$ cat config.mk
export PLATFORM = sky130hd
export DESIGN_NAME = camel_case_token_splitter
export DESIGN_NICKNAME = d
export VERILOG_FILES = /design/src/rtl/ccts_pkg.sv /design/src/rtl/ccts_front.sv /design/src/rtl/ccts_queue.sv /design/src/rtl/ccts_back.sv /design/src/rtl/camel_case_token_splitter.sv
export SDC_FILE = /design/constraint.sdc
export NUM_CORES = 1
export LEC_CHECK = 0
export ABC_CLOCK_PERIOD_IN_PS = 10300
export BUFFER_PORTS_ARGS = -buffer_cell sky130_fd_sc_hd__buf_2
export CAP_MARGIN = 25
export CORE_MARGIN = 2
export CORE_UTILIZATION = 50
export CTS_BUF_LIST = sky130_fd_sc_hd__clkbuf_16
export DETAILED_ROUTE_END_ITERATION = 7
export PLACE_DENSITY = 0.78
export SYNTH_ARGS = -nofsm -noshare
export SYNTH_HDL_FRONTEND = slang
export SYNTH_SLANG_ARGS = --single-unit
$ cat constraint.sdc
create_clock -name clk -period 10.3 [get_ports clk]
set_clock_uncertainty 0.15 [all_clocks]
set_input_delay 1.03 -clock clk [delete_from_list [all_inputs] [get_ports clk]]
set_output_delay 1.03 -clock clk [all_outputs]
set_load 0.1 [all_outputs]
$ cat src/rtl/ccts_pkg.sv
// Shared types, constants and byte classification for the camel case token splitter.
package ccts_pkg;

	localparam int SEG_LIMIT   = 256;
	localparam int SEG_LEN_W   = $clog2(SEG_LIMIT + 1);
	localparam int QUEUE_DEPTH = 4;
	localparam int QUEUE_PTR_W = $clog2(QUEUE_DEPTH);
	localparam int QUEUE_CNT_W = $clog2(QUEUE_DEPTH + 1);

	localparam logic [7:0] ASCII_LIMIT = 8'h80;
	localparam logic [7:0] CHAR_UC_A   = 8'h41;
	localparam logic [7:0] CHAR_UC_Z   = 8'h5A;
	localparam logic [7:0] CHAR_LC_A   = 8'h61;
	localparam logic [7:0] CHAR_LC_Z   = 8'h7A;
	localparam logic [7:0] CHAR_DIG_0  = 8'h30;
	localparam logic [7:0] CHAR_DIG_9  = 8'h39;
	localparam logic [7:0] CASE_FOLD   = 8'h20;

	typedef enum logic [1:0] {
		CLS_UPPER = 2'd0,
		CLS_LOWER = 2'd1,
		CLS_DIGIT = 2'd2,
		CLS_OTHER = 2'd3
	} cls_t;

	// One result to be emitted, as seen by the front end.
	typedef struct packed {
		logic [7:0] low_byte;
		logic       first;
		logic       seg;
		logic       non_ascii;
		logic       done;
	} slot_t;

	// One queue entry: the results of one input transfer (one or two).
	typedef struct packed {
		slot_t       a;
		slot_t       b;
		logic        has_b;
		logic [31:0] base;
	} rec_t;

	function automatic cls_t classify(input logic [7:0] b);
		cls_t c;
		if (b >= CHAR_UC_A && b <= CHAR_UC_Z) begin
			c = CLS_UPPER;
		end else if (b >= CHAR_LC_A && b <= CHAR_LC_Z) begin
			c = CLS_LOWER;
		end else if (b >= CHAR_DIG_0 && b <= CHAR_DIG_9) begin
			c = CLS_DIGIT;
		end else begin
			c = CLS_OTHER;
		end
		return c;
	endfunction

	function automatic logic [7:0] fold_lower(input logic [7:0] b);
		logic [7:0] r;
		r = (classify(b) == CLS_UPPER) ? b + CASE_FOLD : b;
		return r;
	endfunction

	function automatic logic split_before(input cls_t p, input cls_t c,
			input logic has_next, input cls_t nx);
		logic s;
		s = 1'b0;
		if (p == CLS_LOWER && c == CLS_UPPER) begin
			s = 1'b1;
		end
		if (p == CLS_UPPER && c == CLS_UPPER && has_next && nx == CLS_LOWER) begin
			s = 1'b1;
		end
		if ((p == CLS_UPPER || p == CLS_LOWER) && c == CLS_DIGIT) begin
			s = 1'b1;
		end
		if (p == CLS_DIGIT && (c == CLS_UPPER || c == CLS_LOWER)) begin
			s = 1'b1;
		end
		return s;
	endfunction

endpackage

$ cat src/rtl/ccts_front.sv
// Front end: accepts token bytes, holds one byte of lookahead and classifies boundaries.
module ccts_front import ccts_pkg::*; (
	input  logic        clk,
	input  logic        arst_n,
	input  logic        in_valid,
	output logic        in_stall,
	input  logic [7:0]  text_byte,
	input  logic [31:0] token_base,
	input  logic        last_byte,
	input  logic        q_full,
	output logic        push,
	output rec_t        push_rec
);

	logic [7:0]  pend_q;
	logic        pend_valid_q;
	logic        pend_first_q;
	cls_t        prev_cls_q;
	logic [31:0] base_q;

	logic accept;
	cls_t cls_in;
	cls_t cls_pend;

	assign in_stall = q_full;
	assign accept   = in_valid && !q_full;
	assign cls_in   = classify(text_byte);
	assign cls_pend = classify(pend_q);
	assign push     = accept && (pend_valid_q || last_byte);

	always_comb begin
		push_rec = '0;
		// later bytes of a token carry no offset of their own
		push_rec.base = pend_valid_q ? base_q : token_base;
		if (!pend_valid_q) begin
			// single-byte token: emit at once
			push_rec.a.low_byte  = fold_lower(text_byte);
			push_rec.a.first     = 1'b1;
			push_rec.a.seg       = 1'b1;
			push_rec.a.non_ascii = (text_byte >= ASCII_LIMIT);
			push_rec.a.done      = 1'b1;
			push_rec.has_b       = 1'b0;
		end else begin
			push_rec.a.low_byte  = fold_lower(pend_q);
			push_rec.a.first     = pend_first_q;
			push_rec.a.seg       = pend_first_q ||
				split_before(prev_cls_q, cls_pend, 1'b1, cls_in);
			push_rec.a.non_ascii = (pend_q >= ASCII_LIMIT);
			push_rec.a.done      = 1'b0;
			push_rec.has_b       = last_byte;
		end
		// final byte has no lookahead
		push_rec.b.low_byte  = fold_lower(text_byte);
		push_rec.b.first     = 1'b0;
		push_rec.b.seg       = split_before(cls_pend, cls_in, 1'b0, CLS_OTHER);
		push_rec.b.non_ascii = (text_byte >= ASCII_LIMIT);
		push_rec.b.done      = 1'b1;
	end

	always_ff @(posedge clk or negedge arst_n) begin
		if (!arst_n) begin
			pend_q       <= '0;
			pend_valid_q <= 1'b0;
			pend_first_q <= 1'b0;
			prev_cls_q   <= CLS_OTHER;
			base_q       <= '0;
		end else if (accept) begin
			if (last_byte) begin
				pend_q       <= '0;
				pend_valid_q <= 1'b0;
				pend_first_q <= 1'b0;
				prev_cls_q   <= CLS_OTHER;
			end else begin
				pend_q       <= text_byte;
				pend_valid_q <= 1'b1;
				pend_first_q <= !pend_valid_q;
				prev_cls_q   <= pend_valid_q ? cls_pend : CLS_OTHER;
				// hold the token offset from its first byte
				if (!pend_valid_q) begin
					base_q <= token_base;
				end
			end
		end
	end

endmodule

$ cat src/rtl/ccts_queue.sv
// Short queue of per-transfer result records between front and back end.
module ccts_queue import ccts_pkg::*; (
	input  logic clk,
	input  logic arst_n,
	input  logic push,
	input  rec_t push_rec,
	output logic full,
	output logic head_valid,
	output rec_t head_rec,
	input  logic pop
);

	rec_t                   mem [QUEUE_DEPTH];
	logic [QUEUE_PTR_W-1:0] wr_ptr_q;
	logic [QUEUE_PTR_W-1:0] rd_ptr_q;
	logic [QUEUE_CNT_W-1:0] count_q;

	logic do_pop;

	assign full       = (count_q == QUEUE_CNT_W'(QUEUE_DEPTH));
	assign head_valid = (count_q != '0);
	assign head_rec   = mem[rd_ptr_q];
	assign do_pop     = pop && head_valid;

	always_ff @(posedge clk) begin
		if (push && !full) begin
			mem[wr_ptr_q] <= push_rec;
		end
	end

	always_ff @(posedge clk or negedge arst_n) begin
		if (!arst_n) begin
			wr_ptr_q <= '0;
			rd_ptr_q <= '0;
			count_q  <= '0;
		end else begin
			if (push && !full) begin
				wr_ptr_q <= wr_ptr_q + 1'b1;
			end
			if (do_pop) begin
				rd_ptr_q <= rd_ptr_q + 1'b1;
			end
			case ({push && !full, do_pop})
				2'b10:   count_q <= count_q + 1'b1;
				2'b01:   count_q <= count_q - 1'b1;
				default: count_q <= count_q;
			endcase
		end
	end

endmodule

$ cat src/rtl/ccts_back.sv
// Back end: tracks offsets, segment length and token validity, drives the result register.
module ccts_back import ccts_pkg::*; (
	input  logic        clk,
	input  logic        arst_n,
	input  logic        head_valid,
	input  rec_t        head_rec,
	output logic        pop,
	output logic        out_valid,
	input  logic        out_stall,
	output logic [7:0]  low_byte,
	output logic [31:0] text_offset,
	output logic        segment_first,
	output logic        beyond_limit,
	output logic        token_done,
	output logic        split_ok
);

	logic                 half_q;
	logic [31:0]          off_q;
	logic [SEG_LEN_W-1:0] seglen_q;
	logic                 ascii_q;
	logic                 bound_q;
	logic                 out_valid_q;

	slot_t                slot;
	logic                 load;
	logic [31:0]          off_e;
	logic [SEG_LEN_W-1:0] seglen_e;
	logic                 ascii_e;
	logic                 bound_e;

	assign slot  = half_q ? head_rec.b : head_rec.a;
	assign load  = head_valid && (!out_valid_q || !out_stall);
	assign pop   = load && (half_q || !head_rec.has_b);

	// a token's first byte restarts all running state
	assign off_e    = slot.first ? head_rec.base : off_q;
	assign seglen_e = slot.seg ? '0 : seglen_q;
	assign ascii_e  = (slot.first || ascii_q) && !slot.non_ascii;
	assign bound_e  = !slot.first && (bound_q || slot.seg);

	assign out_valid = out_valid_q;

	always_ff @(posedge clk) begin
		if (load) begin
			low_byte      <= slot.low_byte;
			text_offset   <= off_e;
			segment_first <= slot.seg;
			beyond_limit  <= (seglen_e >= SEG_LEN_W'(SEG_LIMIT));
			token_done    <= slot.done;
			split_ok      <= slot.done && ascii_e && bound_e;
		end
	end

	always_ff @(posedge clk or negedge arst_n) begin
		if (!arst_n) begin
			half_q      <= 1'b0;
			off_q       <= '0;
			seglen_q    <= '0;
			ascii_q     <= 1'b1;
			bound_q     <= 1'b0;
			out_valid_q <= 1'b0;
		end else begin
			if (load) begin
				half_q   <= !pop;
				off_q    <= off_e + 32'd1;
				// saturate at the segment limit
				seglen_q <= (seglen_e < SEG_LEN_W'(SEG_LIMIT)) ? seglen_e + 1'b1 : seglen_e;
				ascii_q  <= ascii_e;
				bound_q  <= bound_e;
			end
			if (load) begin
				out_valid_q <= 1'b1;
			end else if (!out_stall) begin
				out_valid_q <= 1'b0;
			end
		end
	end

endmodule

$ cat src/rtl/camel_case_token_splitter.sv
// Camel case token splitter: one token byte per transfer in, one result per byte out.
// Takes one byte per cycle while in_stall is low. The result for a byte leaves once
// the next byte of its token is seen, so in a token of two or more bytes the first
// byte gives no result and the last gives two, and a single-byte token gives one;
// a token of n bytes gives n results, one per cycle from the back end's result
// register while out_stall is low. The token offset is taken from the token's first
// byte only. The front end classifies bytes and queues one record per input transfer
// that releases results in a four-entry queue; the back end emits a final byte's
// record as two results, while the first byte of a following token of two or more
// bytes adds no record. With no output stall, a released result passes the queue
// into the output register; a final byte's second result follows in the next cycle.
module camel_case_token_splitter import ccts_pkg::*; (
	input  logic        clk,
	input  logic        arst_n,
	input  logic        in_valid,
	output logic        in_stall,
	input  logic [7:0]  text_byte,
	input  logic [31:0] token_base,
	input  logic        last_byte,
	output logic        out_valid,
	input  logic        out_stall,
	output logic [7:0]  low_byte,
	output logic [31:0] text_offset,
	output logic        segment_first,
	output logic        beyond_limit,
	output logic        token_done,
	output logic        split_ok
);

	logic q_full;
	logic push;
	rec_t push_rec;
	logic head_valid;
	rec_t head_rec;
	logic pop;

	ccts_front u_front (
		.clk        (clk),
		.arst_n     (arst_n),
		.in_valid   (in_valid),
		.in_stall   (in_stall),
		.text_byte  (text_byte),
		.token_base (token_base),
		.last_byte  (last_byte),
		.q_full     (q_full),
		.push       (push),
		.push_rec   (push_rec)
	);

	ccts_queue u_queue (
		.clk        (clk),
		.arst_n     (arst_n),
		.push       (push),
		.push_rec   (push_rec),
		.full       (q_full),
		.head_valid (head_valid),
		.head_rec   (head_rec),
		.pop        (pop)
	);

	ccts_back u_back (
		.clk           (clk),
		.arst_n        (arst_n),
		.head_valid    (head_valid),
		.head_rec      (head_rec),
		.pop           (pop),
		.out_valid     (out_valid),
		.out_stall     (out_stall),
		.low_byte      (low_byte),
		.text_offset   (text_offset),
		.segment_first (segment_first),
		.beyond_limit  (beyond_limit),
		.token_done    (token_done),
		.split_ok      (split_ok)
	);

endmodule

# After elaboration in Yosys (flattened, before gate mapping)
# Memory sizes are Yosys's and may differ from the RTL's.
# Cells that the tools add are included.
dict set report totals {
  regBits 140
  mem_bits_rw 220
  inputBits 45
  word_cells 141
  n_memories 1
}
dict set report classes {
  add_sub_neg 8
  n_lt_le_gt_ge 16
  n_eq_ne 10
  mux 36
  bitwise_logic 1
  reduce_logical 49
}
# name depth width read_ports rd_ports_with_merged_regs wr line_no
set memory_table {}
lappend memory_table {u_queue.mem 4 55 1 0 1 ccts_queue.sv:13} ;# rec_t mem [QUEUE_DEPTH];
# cell count
set ops {}
lappend ops {{two-way mux 32 bit} 2}
lappend ops {{adder 32 x 1 -> 32 bit (second input constant)} 1}
lappend ops {{greater-or-equal comparator 8 x 7 -> 1 bit (second input constant)} 4}
lappend ops {{<= comparator 8 x 7 -> 1 bit (second input constant)} 4}
lappend ops {{two-way mux 8 bit} 4}
lappend ops {{logical AND 1 bit} 24}
lappend ops {{two-way mux 12 bit} 2}
lappend ops {{two-way mux 9 bit} 2}
lappend ops {{two-way mux 1 bit} 17}
lappend ops {{adder 8 x 6 -> 8 bit (second input constant)} 2}
lappend ops {{greater-or-equal comparator 8 x 6 -> 1 bit (second input constant)} 2}
lappend ops {{greater-or-equal comparator 8 bit (second input constant)} 2}
lappend ops {{<= comparator 8 x 6 -> 1 bit (second input constant)} 2}
lappend ops {{two-way mux 2 bit} 8}
lappend ops {{logical NOT 2 bit} 5}
lappend ops {{adder 9 x 1 -> 9 bit (second input constant)} 1}
lappend ops {{greater-or-equal comparator 9 bit (second input constant)} 1}
lappend ops {{logical OR 1 bit} 9}
lappend ops {{< comparator 9 bit (second input constant)} 1}
lappend ops {{== test 2 x 1 -> 1 bit (second input constant)} 4}
lappend ops {{== test 2 bit (second input constant)} 4}
lappend ops {{logical NOT 1 bit} 8}
lappend ops {{case mux 3 bit (2 select lines)} 1}
lappend ops {{adder 2 x 1 -> 2 bit (second input constant)} 2}
lappend ops {{other kinds (8)} 8}

# Longest topological paths before layout
dict set report logic_depth {
  ltp_word 14
  mapped_depth 15
  depth_no_buf 11
}

# By module
# From an unflattened synthesis, not the netlist that was laid out.
dict set report unflattened {
  cells_unflattened 1067
  area_unflattened_um2 16035.4
}
# mod n_inst cells_each area_each_um2 seq_area_each_um2
set modules_own_cells {}
lappend modules_own_cells {ccts_queue 1 335 8653.3 7021.7}
lappend modules_own_cells {ccts_back 1 496 4765.8 2448.6}
lappend modules_own_cells {ccts_front 1 236 2616.3 1103.6}

# Least setup slack after synthesis
# OpenSTA, ideal clock, no wires.
dict set report synth_path {
  path_type {reg2reg}
  start {register u_queue.count_q[0]}
  end {memory u_queue.mem[0][0] in the netlist's numbering (enable)}
  setup_ns 0.418
  arrival_ns 3.143
  slack_ns 6.589
  stages_incl_launch_ff 7
  path_buffers 1
  path_cell_list {dfrtp_1 > inv_1 > and3_1 > nand2b_1 > clkbuf_1 > nor2_1 > and2_1}
}
dict set report synth_via {
  elab_chain_len 7
}
# item line_no
set synth_rtl {}
lappend synth_rtl {{start: declaration} ccts_queue.sv:16} ;# logic [QUEUE_CNT_W-1:0] count_q;
lappend synth_rtl {{start signal: assignment} ccts_queue.sv:44} ;# 2'b10: count_q <= count_q + 1'b1;
lappend synth_rtl {{start signal: assignment} ccts_queue.sv:45} ;# 2'b01: count_q <= count_q - 1'b1;
lappend synth_rtl {{start signal: assignment} ccts_queue.sv:46} ;# default: count_q <= count_q;
lappend synth_rtl {{== test 3 bit (*)} ccts_queue.sv:20} ;# assign full = (count_q == QUEUE_CNT_W'(QUEUE_DEPTH));
lappend synth_rtl {{via in_stall} camel_case_token_splitter.sv:16} ;# output logic in_stall,
lappend synth_rtl {{logical NOT 1 bit (*)} {ccts_front.sv:26, ccts_queue.sv:26}}
lappend synth_rtl {{logical AND 1 bit} ccts_front.sv:26} ;# assign accept = in_valid && !q_full;
lappend synth_rtl {{logical AND 1 bit} ccts_front.sv:29} ;# assign push = accept && (pend_valid_q || last_byte);
lappend synth_rtl {{logical AND 1 bit (*)} ccts_queue.sv:26} ;# if (push && !full) begin
lappend synth_rtl {{two-way mux 1 bit (*)} ccts_queue.sv:26}
lappend synth_rtl {{two-way mux 1 bit (implied by the code) (*)} ccts_queue.sv:27} ;# mem[wr_ptr_q] <= push_rec;
lappend synth_rtl {{end: declaration} ccts_queue.sv:13}
# The timed path passes the listed nets; every way through them passes the cells marked *.

# Worst setup path after layout
dict set report layout_path {
  start {register u_queue.rd_ptr_q[0]}
  end {register u_back.off_q[22]}
}
dict set report layout_via {
  elab_chain_len 4
}
# item line_no
set layout_rtl {}
lappend layout_rtl {{start: declaration} ccts_queue.sv:15} ;# logic [QUEUE_PTR_W-1:0] rd_ptr_q;
lappend layout_rtl {{start signal: assignment} ccts_queue.sv:41} ;# rd_ptr_q <= rd_ptr_q + 1'b1;
lappend layout_rtl {{memory (4 x 55 bit) (*)} -}
lappend layout_rtl {{two-way mux 12 bit} ccts_back.sv:32} ;# assign slot = half_q ? head_rec.b : head_rec.a;
lappend layout_rtl {{two-way mux 32 bit (*)} ccts_back.sv:37} ;# assign off_e = slot.first ? head_rec.base : off_q;
lappend layout_rtl {{via u_back.off_e[0]} ccts_back.sv:27} ;# logic [31:0] off_e;
lappend layout_rtl {{adder 32 x 1 -> 32 bit (*)} ccts_back.sv:66} ;# off_q <= off_e + 32'd1;
lappend layout_rtl {{end signal: assignment} ccts_back.sv:66}
lappend layout_rtl {{end: declaration} ccts_back.sv:19} ;# logic [31:0] off_q;
# Marks and branches as above.
# A chain may end at the register's enable or synchronous reset.

==> results.ini <==
[cts]
cts_buffers = 36
cts_tree = yes
clockBufferDepth = 3
clock_latency_ps = 530
ctsResizeCount = 0
post-cts-setup-buffers = 0
path_clk_slew_ps = 60
cts_hold_buffers = 0
cts_num_sinks = 360
cts-root-buf = clkbuf_16
htree_levels = 2

[timing]
slew_headroom_pct = 31.7
finalHoldViolCount = 0
max_freq_ghz = 0.268
period_minus_slack_ps = 3740
slew_violations = 0
post-route-period-util_pct = 36.3
worst_pin_slew_ps = 1020
rsz0062_at_grt = false
tns_ps = 0
finalSetupViolations = 0

[die]
num_rows = 64
floorplan.die_area_sq_um = 32600
start_util_pct = 50.9
die_h_um = 180
fp.coreArea_sq_um = 30600
ioPinCount = 91
die_w_um = 180

[grt]
grt_pass1_wl_um = 50500
grt_pass1_vias = 8920
grt_max_degree = 73
antenna_found_initial = 0
grt.total_usage_pct = 19.6
overflow = 0

[critical_path]
crit_slowest_cell = dfrtp_4
crit_path_max_fanout = 37
max_stage_delay_ps = 710
cp_cell_sequence = buf_4, mux4_1, nand2_1, nand2_1, ha_1, inv_1, nor4_2, nand4b_1, o21ba_1, o31ai_1
r2r_cells = 10
rr_endpoint = u_back.off_q[22]
rrSetupSlack_ps = 6560
crit_top_cell = nand2_1
timing.critical_path.to_type = flip-flop
critPathArrivalTime_ps = 4020
r2r_start = u_queue.rd_ptr_q[0]
required_ps = 10580
critPathKind = reg -> reg
cp-start-kind = flip-flop

[place]
placed_area_sq_um = 16400
dp_hpwl_um = 19500
port_buffers = 90
gp_congestion = 0.870

[pwr]
ir_worst_vdd_v = 0.000186
power_leakage_uw = 0.00652
pwr_density_cell_nw_per_um2 = 348

[synthesis]
synth_top_area_share_pct = 50.9
synth-edff-count = 264
syn-cell-area_sq_um = 15600
avgSynthCellArea_sq_um = 15.5
yosysWarnings = 0
synthCells = 1005
ys_seq_area_share_pct = 66.4
ys_ff_latch = 360
synth_cell_types = 81
yosys.area.top_type = edfxtp_1
synthFlopType = edfxtp_1
netlist_top_cells_area = edfxtp_1 51%, dfrtp_1 15%, mux2_2 5.6%, mux4_2 5.2%, nand2_1 3.2%
async_reset_ff_share_pct = 26.7
synth_nets = 1063

[drt]
drt_iter0_markers = 907
drc_errors = 0
dr.pass1.iters = 5
postRouteAntennaNets = 0
wl_per_cell_um = 20.4
vias = 8807
viasPerCell = 5.78
drt_wl_total_um = 31200

[finish]
final_common_cell = edfxtp_1
area_growth_pct = 12.2
layout_common_cells = 264 x edfxtp_1, 132 x nand2_1, 90 x dfrtp_1
layout-drive-gt1-share_pct = 27.2
design_area_sq_um = 17500
num_antenna_cells = 0
fin_nets = 1158

[run_status]
outcome = complete, no violations

[worst_hold_path]
min_path_type = in -> async

[job]
drv_cap = 0

cell usage after synthesis, types with 3 or more instances:
| cell type | count |
|---|---|
| edfxtp_1 | 264 |
| nand2_1 | 132 |
| dfrtp_1 | 93 |
| mux2_2 | 77 |
| nor2_1 | 42 |
| mux4_2 | 36 |
| o21ai_0 | 35 |
| inv_1 | 30 |
| clkbuf_1 | 22 |
| nand3_1 | 21 |
| xnor2_1 | 20 |
| a21oi_1 | 18 |
| mux4_1 | 18 |
| mux2i_1 | 14 |
| ha_1 | 12 |
| and2_1 | 10 |
| nand2b_1 | 10 |
| nand4_1 | 9 |
| o31ai_1 | 8 |
| buf_2 | 7 |
| nor3_1 | 7 |
| xor2_1 | 7 |
| mux2i_2 | 6 |
| o21ai_1 | 6 |
| buf_1 | 5 |
| a21o_1 | 4 |
| a22o_1 | 4 |
| and3_1 | 4 |
| inv_2 | 4 |
| nor4_1 | 4 |
| a211oi_1 | 3 |
| dfstp_2 | 3 |
| nand4_2 | 3 |
| nor2b_1 | 3 |
| nor4_2 | 3 |
| o31a_1 | 3 |
| or3_1 | 3 |
worst max-delay path: cells and delay by family, from the launching register on:
| family | cells | cell delay [ps] |
|---|---|---|
| AOI/OAI and AO/OA | 2 | 420 |
| adders and majority gates | 1 | 190 |
| buffers and inverters | 2 | 730 |
| DFF | 1 | 710 |
| muxes | 1 | 450 |
| and+or+nand+nor | 4 | 920 |
through the flow:
stage	utilization [%]	cells	setup slack [ps]	power, uW	hold WS [ps]
2_1_floorplan	-	1005	6590	4340	295
3_3_place_gp	53.5	1458	6680	4790	313
3_5_place_dp	53.5	1458	6570	4850	317
4_1_cts	57.1	1524	6550	6100	302
5_1_grt	57.1	1524	6240	6380	340
6_report	57.1	1524	6560	6070	307
worst max-delay path by stage:
stage | startpoint | end | cells past startpoint
floorplan | u_queue.count_q[0] | u_queue.mem[0][0] | 6
global placement | u_queue.rd_ptr_q[0] | u_queue.count_q[2] | 9
detailed placement | u_queue.rd_ptr_q[0] | u_back.off_q[22] | 10
CTS | u_queue.rd_ptr_q[0] | u_back.off_q[26] | 10
global route | u_queue.rd_ptr_q[0] | u_back.off_q[22] | 10
finish | u_queue.rd_ptr_q[0] | u_back.off_q[22] | 10
state kept, by name, indices dropped and copies added, names as in the netlist, 2 cells and up:
register and cells:
u_front.base_q 32, u_front.pend_q 8, u_queue.count_q 3, u_back.off_q 32, u_front.prev_cls_q 2, u_queue.rd_ptr_q 2, u_back.text_offset 32, u_queue.mem 220
u_queue.wr_ptr_q 2, u_back.seglen_q 9, u_back.low_byte 8
per-layer routing:
metal  global-route usage [%]  wire (um)
met1                     29.8      14400
met2                     29.7      14100
met3                     3.31       1980
met4                     5.32        625
met5                        0          0
cells by family after synthesis:
family	Yosys count	synth area share (%)
XOR/XNOR	27	1.52
multiplexers	154	15.6
flip-flops	360	66.4
AO/OA/AOI/OAI	107	4.54
AND/OR/NAND/NOR	269	8.53
buffers and inverters	75	2.33
adder cells (fa/ha/maj)	13	1.09
power by group:
part	switching, uW	internal (uW)	leakage [uW]
Clock	540	693	0.000572
Sequential	194	2120	0.00361
Combinational	1760	756	0.00234
Total	2500	3570	0.00652
area by class of cell:
| type | count | area [sq um] |
|---|---|---|
| timing repair buffer | 98 | 513 |
| multi-input combinational | 570 | 4880 |
| inverter | 34 | 128 |
| clock inverter | 30 | 210 |
| clock buffer | 36 | 901 |
| tap | 396 | 495 |
| fill | 2317 | 13100 |
| sequential | 360 | 10300 |
No activity file was read; power rests on OpenSTA's default activity.
